## src/rtl/adsr_pkg.sv

```systemverilog
// Shared types and constants for the linear ADSR envelope.
// Used by adsr_ctrl, adsr_dp and linear_adsr_envelope; depends on nothing.
package adsr_pkg;

	localparam int TIME_W  = 24;
	localparam int LEVEL_W = 16;
	localparam int STEP_W  = 10;
	localparam int PHASE_W = 3;
	localparam int CFG_IDX_W = 3;
	localparam int PROD_W  = TIME_W + LEVEL_W;

	// quotient of every ramp division fits in LEVEL_W bits
	localparam int DIV_STEPS = LEVEL_W;
	localparam int DIV_CNT_W = $clog2(DIV_STEPS);

	localparam logic [LEVEL_W-1:0] UNITY     = 16'd16384;
	localparam logic [LEVEL_W-1:0] LEVEL_MAX = 16'd32768;

	localparam logic [TIME_W-1:0]  ATTACK_RST  = 24'd4800;
	localparam logic [TIME_W-1:0]  DECAY_RST   = 24'd24000;
	localparam logic [LEVEL_W-1:0] SUSTAIN_RST = 16'd8192;
	localparam logic [TIME_W-1:0]  RELEASE_RST = 24'd96000;
	localparam logic [STEP_W-1:0]  STEP_RST    = 10'd1;

	typedef enum logic [PHASE_W-1:0] {
		PH_IDLE    = 3'd0,
		PH_ATTACK  = 3'd1,
		PH_DECAY   = 3'd2,
		PH_SUSTAIN = 3'd3,
		PH_RELEASE = 3'd4
	} phase_t;

	typedef enum logic [CFG_IDX_W-1:0] {
		CFG_ATTACK  = 3'd0,
		CFG_DECAY   = 3'd1,
		CFG_SUSTAIN = 3'd2,
		CFG_RELEASE = 3'd3,
		CFG_STEP    = 3'd4
	} cfg_idx_t;

	// how the final level is formed: an immediate value or from the divider result
	typedef enum logic [1:0] {
		POST_IMM  = 2'd0,
		POST_QUO  = 2'd1,
		POST_DOWN = 2'd2,
		POST_UP   = 2'd3
	} post_t;

	typedef enum logic [1:0] {
		ST_IDLE = 2'd0,
		ST_MUL  = 2'd1,
		ST_DIV  = 2'd2,
		ST_DONE = 2'd3
	} ctrl_state_t;

	typedef struct packed {
		logic                 load;
		logic                 mul;
		logic                 div_step;
		logic                 div_first;
		logic [DIV_CNT_W-1:0] div_bit;
		logic                 out_load;
	} cmd_t;

	typedef struct packed {
		logic need_div;
		logic out_free;
	} status_t;

endpackage

```

## src/rtl/adsr_ctrl.sv

```systemverilog
// Controller FSM of the ADSR envelope: sequences accept, multiply,
// divide and output load. Depends on adsr_pkg.
module adsr_ctrl (
	input  logic              clk,
	input  logic              arst_n,
	input  logic              in_valid,
	output logic              in_ready,
	input  adsr_pkg::status_t status,
	output adsr_pkg::cmd_t    cmd
);

	adsr_pkg::ctrl_state_t state_q, state_nx;
	logic [adsr_pkg::DIV_CNT_W-1:0] bit_q, bit_nx;

	always_ff @(posedge clk or negedge arst_n) begin
		if (!arst_n) begin
			state_q <= adsr_pkg::ST_IDLE;
			bit_q   <= '0;
		end else begin
			state_q <= state_nx;
			bit_q   <= bit_nx;
		end
	end

	always_comb begin
		state_nx      = state_q;
		bit_nx        = bit_q;
		in_ready      = 1'b0;
		cmd           = '0;
		cmd.div_bit   = bit_q;
		cmd.div_first = (bit_q == adsr_pkg::DIV_CNT_W'(adsr_pkg::DIV_STEPS - 1));
		case (state_q)
			adsr_pkg::ST_IDLE: begin
				in_ready = 1'b1;
				if (in_valid) begin
					cmd.load = 1'b1;
					state_nx = status.need_div ? adsr_pkg::ST_MUL : adsr_pkg::ST_DONE;
				end
			end
			adsr_pkg::ST_MUL: begin
				cmd.mul  = 1'b1;
				bit_nx   = adsr_pkg::DIV_CNT_W'(adsr_pkg::DIV_STEPS - 1);
				state_nx = adsr_pkg::ST_DIV;
			end
			adsr_pkg::ST_DIV: begin
				cmd.div_step = 1'b1;
				bit_nx       = bit_q - 1'b1;
				if (bit_q == '0) begin
					state_nx = adsr_pkg::ST_DONE;
				end
			end
			adsr_pkg::ST_DONE: begin
				if (status.out_free) begin
					cmd.out_load = 1'b1;
					state_nx     = adsr_pkg::ST_IDLE;
				end
			end
			default: begin
				state_nx = adsr_pkg::ST_IDLE;
			end
		endcase
	end

endmodule

```

## src/rtl/adsr_dp.sv

```systemverilog
// Datapath of the ADSR envelope: settings, phase and elapsed time,
// 24x16 multiplier, radix-2 restoring divider, output register. Depends on adsr_pkg.
module adsr_dp (
	input  logic                               clk,
	input  logic                               arst_n,
	input  logic                               cfg_we,
	input  logic [adsr_pkg::CFG_IDX_W-1:0]     cfg_index,
	input  logic [adsr_pkg::TIME_W-1:0]        cfg_wdata,
	input  logic                               in_gate,
	input  logic                               in_trigger,
	input  adsr_pkg::cmd_t                     cmd,
	output adsr_pkg::status_t                  status,
	output logic                               out_valid,
	input  logic                               out_ready,
	output logic [adsr_pkg::LEVEL_W-1:0]       out_level,
	output logic [adsr_pkg::PHASE_W-1:0]       out_phase
);

	localparam int TW = adsr_pkg::TIME_W;
	localparam int LW = adsr_pkg::LEVEL_W;

	logic [TW-1:0]               attack_q, decay_q, release_q;
	logic [LW-1:0]               sustain_q;
	logic [adsr_pkg::STEP_W-1:0] step_q;

	adsr_pkg::phase_t phase_q, ph_in, ph_nx;
	logic [TW-1:0]    elapsed_q, el_in, el_nx;
	logic [TW:0]      sum;
	logic [LW-1:0]    s_eff, diff, imm_nx;
	logic             need_div;
	adsr_pkg::post_t  post_nx, post_q;
	logic [TW-1:0]    a_nx, den_nx, mul_a_q, den_q;
	logic [LW-1:0]    b_nx, mul_b_q, imm_q;

	logic [adsr_pkg::PROD_W-1:0] prod_c, prod_q;
	logic [TW-1:0]               rem_src, rem_q;
	logic [TW:0]                 rem_sh;
	logic                        q_bit;
	logic [LW-1:0]               quo_q, level_sel;

	logic                        out_valid_q;
	logic [LW-1:0]               out_level_q;
	logic [adsr_pkg::PHASE_W-1:0] out_phase_q;

	// settings
	always_ff @(posedge clk or negedge arst_n) begin
		if (!arst_n) begin
			attack_q  <= adsr_pkg::ATTACK_RST;
			decay_q   <= adsr_pkg::DECAY_RST;
			sustain_q <= adsr_pkg::SUSTAIN_RST;
			release_q <= adsr_pkg::RELEASE_RST;
			step_q    <= adsr_pkg::STEP_RST;
		end else if (cfg_we) begin
			case (cfg_index)
				adsr_pkg::CFG_ATTACK:  attack_q  <= cfg_wdata;
				adsr_pkg::CFG_DECAY:   decay_q   <= cfg_wdata;
				adsr_pkg::CFG_SUSTAIN: sustain_q <= cfg_wdata[LW-1:0];
				adsr_pkg::CFG_RELEASE: release_q <= cfg_wdata;
				adsr_pkg::CFG_STEP:    step_q    <= cfg_wdata[adsr_pkg::STEP_W-1:0];
				default: ;
			endcase
		end
	end

	assign s_eff = (sustain_q > adsr_pkg::LEVEL_MAX) ? adsr_pkg::LEVEL_MAX : sustain_q;
	assign diff  = (s_eff <= adsr_pkg::UNITY) ? (adsr_pkg::UNITY - s_eff)
	                                          : (s_eff - adsr_pkg::UNITY);

	// one tick of the envelope; ramps that need a quotient go to the divider
	always_comb begin
		ph_in    = in_trigger ? adsr_pkg::PH_ATTACK : phase_q;
		el_in    = in_trigger ? '0 : elapsed_q;
		sum      = {1'b0, el_in} + (TW + 1)'(step_q);
		ph_nx    = ph_in;
		el_nx    = el_in;
		need_div = 1'b0;
		post_nx  = adsr_pkg::POST_IMM;
		imm_nx   = '0;
		a_nx     = sum[TW-1:0];
		b_nx     = adsr_pkg::UNITY;
		den_nx   = attack_q;
		case (ph_in)
			adsr_pkg::PH_ATTACK: begin
				if (sum >= {1'b0, attack_q}) begin
					ph_nx  = adsr_pkg::PH_DECAY;
					el_nx  = '0;
					imm_nx = adsr_pkg::UNITY;
				end else begin
					el_nx    = sum[TW-1:0];
					need_div = 1'b1;
					post_nx  = adsr_pkg::POST_QUO;
				end
			end
			adsr_pkg::PH_DECAY: begin
				if (sum >= {1'b0, decay_q}) begin
					ph_nx  = adsr_pkg::PH_SUSTAIN;
					el_nx  = '0;
					imm_nx = s_eff;
				end else begin
					el_nx    = sum[TW-1:0];
					need_div = 1'b1;
					post_nx  = (s_eff <= adsr_pkg::UNITY) ? adsr_pkg::POST_DOWN
					                                      : adsr_pkg::POST_UP;
					b_nx     = diff;
					den_nx   = decay_q;
				end
			end
			adsr_pkg::PH_SUSTAIN: begin
				imm_nx = s_eff;
				if (!in_gate) begin
					ph_nx = adsr_pkg::PH_RELEASE;
					el_nx = '0;
				end
			end
			adsr_pkg::PH_RELEASE: begin
				if (sum >= {1'b0, release_q}) begin
					ph_nx = adsr_pkg::PH_IDLE;
					el_nx = '0;
				end else begin
					el_nx    = sum[TW-1:0];
					need_div = 1'b1;
					post_nx  = adsr_pkg::POST_QUO;
					a_nx     = release_q - sum[TW-1:0];
					b_nx     = s_eff;
					den_nx   = release_q;
				end
			end
			default: begin
				ph_nx = adsr_pkg::PH_IDLE;
			end
		endcase
	end

	always_ff @(posedge clk or negedge arst_n) begin
		if (!arst_n) begin
			phase_q   <= adsr_pkg::PH_IDLE;
			elapsed_q <= '0;
		end else if (cmd.load) begin
			phase_q   <= ph_nx;
			elapsed_q <= el_nx;
		end
	end

	// divider: numerator < den * 2^LW, so the top TW bits start below den
	assign prod_c  = mul_a_q * mul_b_q;
	assign rem_src = cmd.div_first ? prod_q[adsr_pkg::PROD_W-1:LW] : rem_q;
	assign rem_sh  = {rem_src, prod_q[cmd.div_bit]};
	assign q_bit   = (rem_sh >= {1'b0, den_q});

	always_ff @(posedge clk) begin
		if (cmd.load) begin
			mul_a_q <= a_nx;
			mul_b_q <= b_nx;
			den_q   <= den_nx;
			post_q  <= post_nx;
			imm_q   <= imm_nx;
		end
		if (cmd.mul) begin
			prod_q <= prod_c;
		end
		if (cmd.div_step) begin
			rem_q <= q_bit ? TW'(rem_sh - {1'b0, den_q}) : rem_sh[TW-1:0];
			quo_q <= {quo_q[LW-2:0], q_bit};
		end
		// phase is captured with the level so a waiting result stays intact
		if (cmd.out_load) begin
			out_level_q <= level_sel;
			out_phase_q <= phase_q;
		end
	end

	always_comb begin
		case (post_q)
			adsr_pkg::POST_IMM:  level_sel = imm_q;
			adsr_pkg::POST_QUO:  level_sel = quo_q;
			adsr_pkg::POST_DOWN: level_sel = adsr_pkg::UNITY - quo_q;
			adsr_pkg::POST_UP:   level_sel = adsr_pkg::UNITY + quo_q;
			default:             level_sel = imm_q;
		endcase
	end

	always_ff @(posedge clk or negedge arst_n) begin
		if (!arst_n) begin
			out_valid_q <= 1'b0;
		end else if (cmd.out_load) begin
			out_valid_q <= 1'b1;
		end else if (out_ready) begin
			out_valid_q <= 1'b0;
		end
	end

	assign status.need_div = need_div;
	assign status.out_free = !out_valid_q || out_ready;
	assign out_valid       = out_valid_q;
	assign out_level       = out_level_q;
	assign out_phase       = out_phase_q;

endmodule

```

## src/rtl/linear_adsr_envelope.sv

```systemverilog
// Linear ADSR envelope: one item per sample tick, one result item per tick.
// When the level needs no ramp quotient (stage end, sustain, idle), an accepted item goes
// straight to the output load; otherwise it passes the multiply, then the bit-serial divider
// for all 16 quotient bits, then the output load, which waits for room in the output register.
// The divider serves one item at a time; the next is taken in the cycle after the output load.
// arst_n clears phase to idle, elapsed to zero and loads the default settings.
module linear_adsr_envelope (
	input  logic        clk,
	input  logic        arst_n,
	// settings write port, index = register order
	input  logic        cfg_we,
	input  logic [2:0]  cfg_index,
	input  logic [23:0] cfg_wdata,
	// tick input
	input  logic        s_axis_tvalid,
	output logic        s_axis_tready,
	input  logic [7:0]  s_axis_tdata,   // [0] gate, [1] trigger, [7:2] zero
	// envelope output
	output logic        m_axis_tvalid,
	input  logic        m_axis_tready,
	output logic [23:0] m_axis_tdata    // [15:0] level, [18:16] phase_code, [23:19] zero
);

	adsr_pkg::cmd_t    cmd;
	adsr_pkg::status_t status;
	logic [adsr_pkg::LEVEL_W-1:0] level;
	logic [adsr_pkg::PHASE_W-1:0] phase_code;

	// controller: IDLE takes an item, MUL/DIV run the ramp quotient,
	// DONE waits for room in the output register
	adsr_ctrl u_ctrl (
		.clk      (clk),
		.arst_n   (arst_n),
		.in_valid (s_axis_tvalid),
		.in_ready (s_axis_tready),
		.status   (status),
		.cmd      (cmd)
	);

	// datapath: phase/elapsed update happens on accept; the output register
	// frees the input side while a result waits
	adsr_dp u_dp (
		.clk        (clk),
		.arst_n     (arst_n),
		.cfg_we     (cfg_we),
		.cfg_index  (cfg_index),
		.cfg_wdata  (cfg_wdata),
		.in_gate    (s_axis_tdata[0]),
		.in_trigger (s_axis_tdata[1]),
		.cmd        (cmd),
		.status     (status),
		.out_valid  (m_axis_tvalid),
		.out_ready  (m_axis_tready),
		.out_level  (level),
		.out_phase  (phase_code)
	);

	assign m_axis_tdata = {5'b0, phase_code, level};

	// no second item while one is in flight
	a_busy_after_accept: assert property (@(posedge clk) disable iff (!arst_n)
		(s_axis_tvalid && s_axis_tready) |=> !s_axis_tready)
		else $error("item accepted while previous tick still in flight");

	// idle phase always reports a zero level
	a_idle_zero: assert property (@(posedge clk) disable iff (!arst_n)
		(m_axis_tvalid && phase_code == adsr_pkg::PH_IDLE) |-> (level == '0))
		else $error("nonzero level in idle phase");

	// attack ramp stays below unity; the attack stage end reports unity in the decay phase
	a_attack_below_unity: assert property (@(posedge clk) disable iff (!arst_n)
		(m_axis_tvalid && phase_code == adsr_pkg::PH_ATTACK) |-> (level < adsr_pkg::UNITY))
		else $error("attack level reached unity");

	// level never exceeds 2.0
	a_level_range: assert property (@(posedge clk) disable iff (!arst_n)
		m_axis_tvalid |-> (level <= adsr_pkg::LEVEL_MAX))
		else $error("level above 2.0");

endmodule
```

## config.mk

```make
export PLATFORM = sky130hd
export DESIGN_NAME = linear_adsr_envelope
export DESIGN_NICKNAME = d
export VERILOG_FILES = /design/src/rtl/adsr_pkg.sv /design/src/rtl/adsr_ctrl.sv /design/src/rtl/adsr_dp.sv /design/src/rtl/linear_adsr_envelope.sv
export SDC_FILE = /design/constraint.sdc
export NUM_CORES = 2
export LEC_CHECK = 0
export BUFFER_PORTS_ARGS = -buffer_cell sky130_fd_sc_hd__buf_2
export CORE_ASPECT_RATIO = 1.1
export CORE_MARGIN = 10
export CORE_UTILIZATION = 45
export CTS_BUF_LIST = sky130_fd_sc_hd__clkbuf_4 sky130_fd_sc_hd__clkbuf_8
export DETAILED_ROUTE_END_ITERATION = 10
export MAX_ROUTING_LAYER = met4
export PLACE_DENSITY = 0.62
export SYNTH_ARGS = -nofsm -noshare
export SYNTH_HDL_FRONTEND = slang
export SYNTH_HIERARCHICAL = 1
export SYNTH_SLANG_ARGS = --single-unit
```

## constraint.sdc

```tcl
create_clock -name clk -period 18.3 [get_ports clk]
set_input_delay 2.745 -clock clk [delete_from_list [all_inputs] [get_ports clk]]
set_output_delay 2.745 -clock clk [all_outputs]
set_load 0.01 [all_outputs]
```

==> impl_metrics.yaml <==
status:
  status: "complete, no violations"
drt:
  wirelength_um: 84200
  drtIter0Drc: 1675
  drt_first_pass_iters: 8
  drc_errors: 0
  avgRoutedWirePerCell_um: 20.4
  postRouteAntennaNets: 0
  vias_per_cell: 5.52
  vias: 22900
finish:
  final_layout_size_suffix_gt1_frac: 0.104
  nFillCells: 6424
  syn_to_final_growth_pct: 7.92
  final_cells: 4139
  utilization: 0.490
  nets: 3822
  diodes: 0
flow_run:
  cap_violations: 0
timing:
  rsz0062_at_grt: "false"
  whs_ps: 466
  slew_violations: 0
  final.setup.tns_ps: 0
  relSlewSlack: 0.219
  max_slew.worst_pin.slew_ps: 1170
  setup_viol: 0
  min_period_ps: 9470
  hold_viol_final: 0
  max_freq_ghz: 0.106
  final.period_utilization: 0.518
  skew_ps: 23.8
critical_path:
  cp-start-kind: "input port"
  crit_path_max_incr_delay_ps: 980
  worstSetupPathType: "in -> reg"
  cpMostUsedCell: "inv_1"
  worstPathArrival_ps: 9990
  cp_data_required_time_ps: 18820
  critPathMaxFanout: 74
  end_kind: "register"
  cpMaxStageDelayCell: "or2_1"
clock_network:
  cts-root-buf: "clkbuf_8"
  cts_tree: "built"
  cts_max_level: 2
  clkTransAtPathRegs_ps: 60
  ctsLongestPathBuffers: 3
  cts_sinks: 313
  cts.repair.resized: 0
  post_cts_buffers: 0
  hold_buffers: 0
  clock_latency_ps: 650
  cts_buffers: 58
floorplan:
  die_h_um: 294
  fp-row-count: 100
  start_util: 0.454
  coreArea_um2: 67600
  die_w_um: 269
  ios: 66
  fp.dieArea_um2: 79000
synth:
  synth_cell_type_count: 93
  ys.flop_type: "edfxtp_1"
  synth_edf_count: 181
  synth_warnings: 6
  synthCells: 3199
  syn_area_um2: 30600
  yosysSeqAreaShare: 0.286
  synthArstFlopShare: 0.422
  syn_avg_cell_area_um2: 9.58
  ys_ff_latch: 313
placed_design:
  place_congestion: 0.942
  dp_cells: 4031
  hpwl_um: 63500
  port_buffers: 54
global_route:
  use_met2: 0.375
  use_met1: 0.274
  track_usage: 0.222
  gr-max-usage-layer: "met2"
  antenna_found_initial: 1
  grt_first_pass_wirelength_um: 133000
  grt_max_degree: 75
  grt_use_met3: 0.0246
  grt_pass1_vias: 23300
  grt_overflow_total: 0
hold_path:
  hp-class: "reg -> reg"
[Yosys cell counts (19+ instances only)]
library cell  instances  area share
a21o_1               41       0.010
a21oi_1             108       0.018
a22oi_1              27      0.0066
a31oi_1              30      0.0061
and2_1              173       0.035
clkbuf_1            111       0.014
dfrtp_1             112       0.091
dfstp_2              20       0.017
edfxtp_1            181        0.18
fa_1                309        0.20
ha_1                249        0.10
inv_1               512       0.063
mux2_2               77       0.028
nand2_1             407       0.050
nand2b_1             22      0.0045
nand3_1              40      0.0065
nand4_1              20      0.0041
nor2_1              123       0.015
nor2b_1              29      0.0059
nor3_1               32      0.0052
o21a_1               29      0.0071
o21ai_0             172       0.028
o31ai_1              19      0.0047
xnor2_1              57       0.016
xor2_1               31      0.0089
[sequential cells by signal, summed over array words and instances, names as in the netlist, 24 cells and up]
register and flops:
u_dp/attack_q 24, u_dp/den_q 24, u_dp/release_q 24, u_dp/prod_q 40, u_dp/rem_q 24, u_dp/mul_a_q 24
u_dp/elapsed_q 24, u_dp/decay_q 24
[metrics by stage]
stage	setup WS [ps]	cell area [um2]
detailed placement	8290	31800
finish	8830	33100
global placement	8240	31800
floorplan	10440	30700
global route	8360	33100
CTS	8940	33100
[worst paths after layout]
path                                    from                 end  slack, ps  depth (start not counted)
max                          s_axis_tdata[1]   u_ctrl/state_q[1]       8830                         26
min                        u_dp/elapsed_q[7]   u_dp/elapsed_q[7]        470                          2
max reg2reg                   u_dp/step_q[0]   u_ctrl/state_q[1]      10930                         24
min reg2reg                u_dp/elapsed_q[7]   u_dp/elapsed_q[7]        470                          2
max in group asynchronous             arst_n  u_dp/elapsed_q[21]      14870                          2
min in group asynchronous             arst_n   u_dp/attack_q[20]       2110                          1
[critical path: cells and delay by family]
family                     cells  cell delay [ps]
and+or+nand+nor                9             2490
AOI/OAI and AO/OA              7             1910
buffers and inverters          5             1500
adders and majority gates      3             1050
xor gates and xnor gates       1              160
muxes                          1               90
[placed cells by master (no fill, tap or decap), types with 19 or more instances in the layout]
cell / n
a21oi_1: 108
a31oi_1: 30
o31ai_1: 19
nand2b_1: 22
nor3_1: 31
nor2b_1: 29
fa_1: 309
o21ai_0: 172
clkbuf_8: 62
o21a_1: 29
nand4_1: 20
a21o_1: 41
and2_1: 172
buf_4: 42
nand2_1: 407
edfxtp_1: 181
mux2_2: 77
nand3_1: 39
xor2_1: 31
dfstp_2: 20
a22oi_1: 27
xnor2_1: 57
ha_1: 247
clkbuf_4: 21
nor2_1: 122
buf_2: 53
inv_1: 512
dfrtp_1: 112
[per-layer routing]
layer	part of all wire	wire length, um	vias to the layer above
met5	0	0	-
li1	-	-	10600
met2	0.49	41700	627
met1	0.42	35400	11400
met3	0.047	3990	189
met4	0.037	3160	0
[cells by family (layout without fill, tap and decap cells)]
kind of cell               after synthesis  after routing  share of synthesized area
AOI/OAI and AO/OA                      574            574                      0.124
DFF                                    313            313                      0.286
xor gates and xnor gates                88             88                     0.0251
other                                    1              5                   0.000122
and+or+nand+nor                        921            921                      0.144
adders and majority gates              558            558                      0.303
buffers and inverters                  648            717                     0.0812
muxes                                   96             96                     0.0361
[final cells by class]
type / count / area, um2 / area share
clock buffer: 83 / 1010 / 0.0306
multi-input combinational: 2242 / 19500 / 0.588
tap: 867 / 1080 / 0.0328
timing repair buffer: 96 / 592 / 0.0179
sequential: 313 / 8760 / 0.265
clock inverter: 25 / 245 / 0.00741
inverter: 513 / 1930 / 0.0582
Power is not shown: default switching activity piles up to over one toggle a cycle in this logic, so the estimate is an artifact.
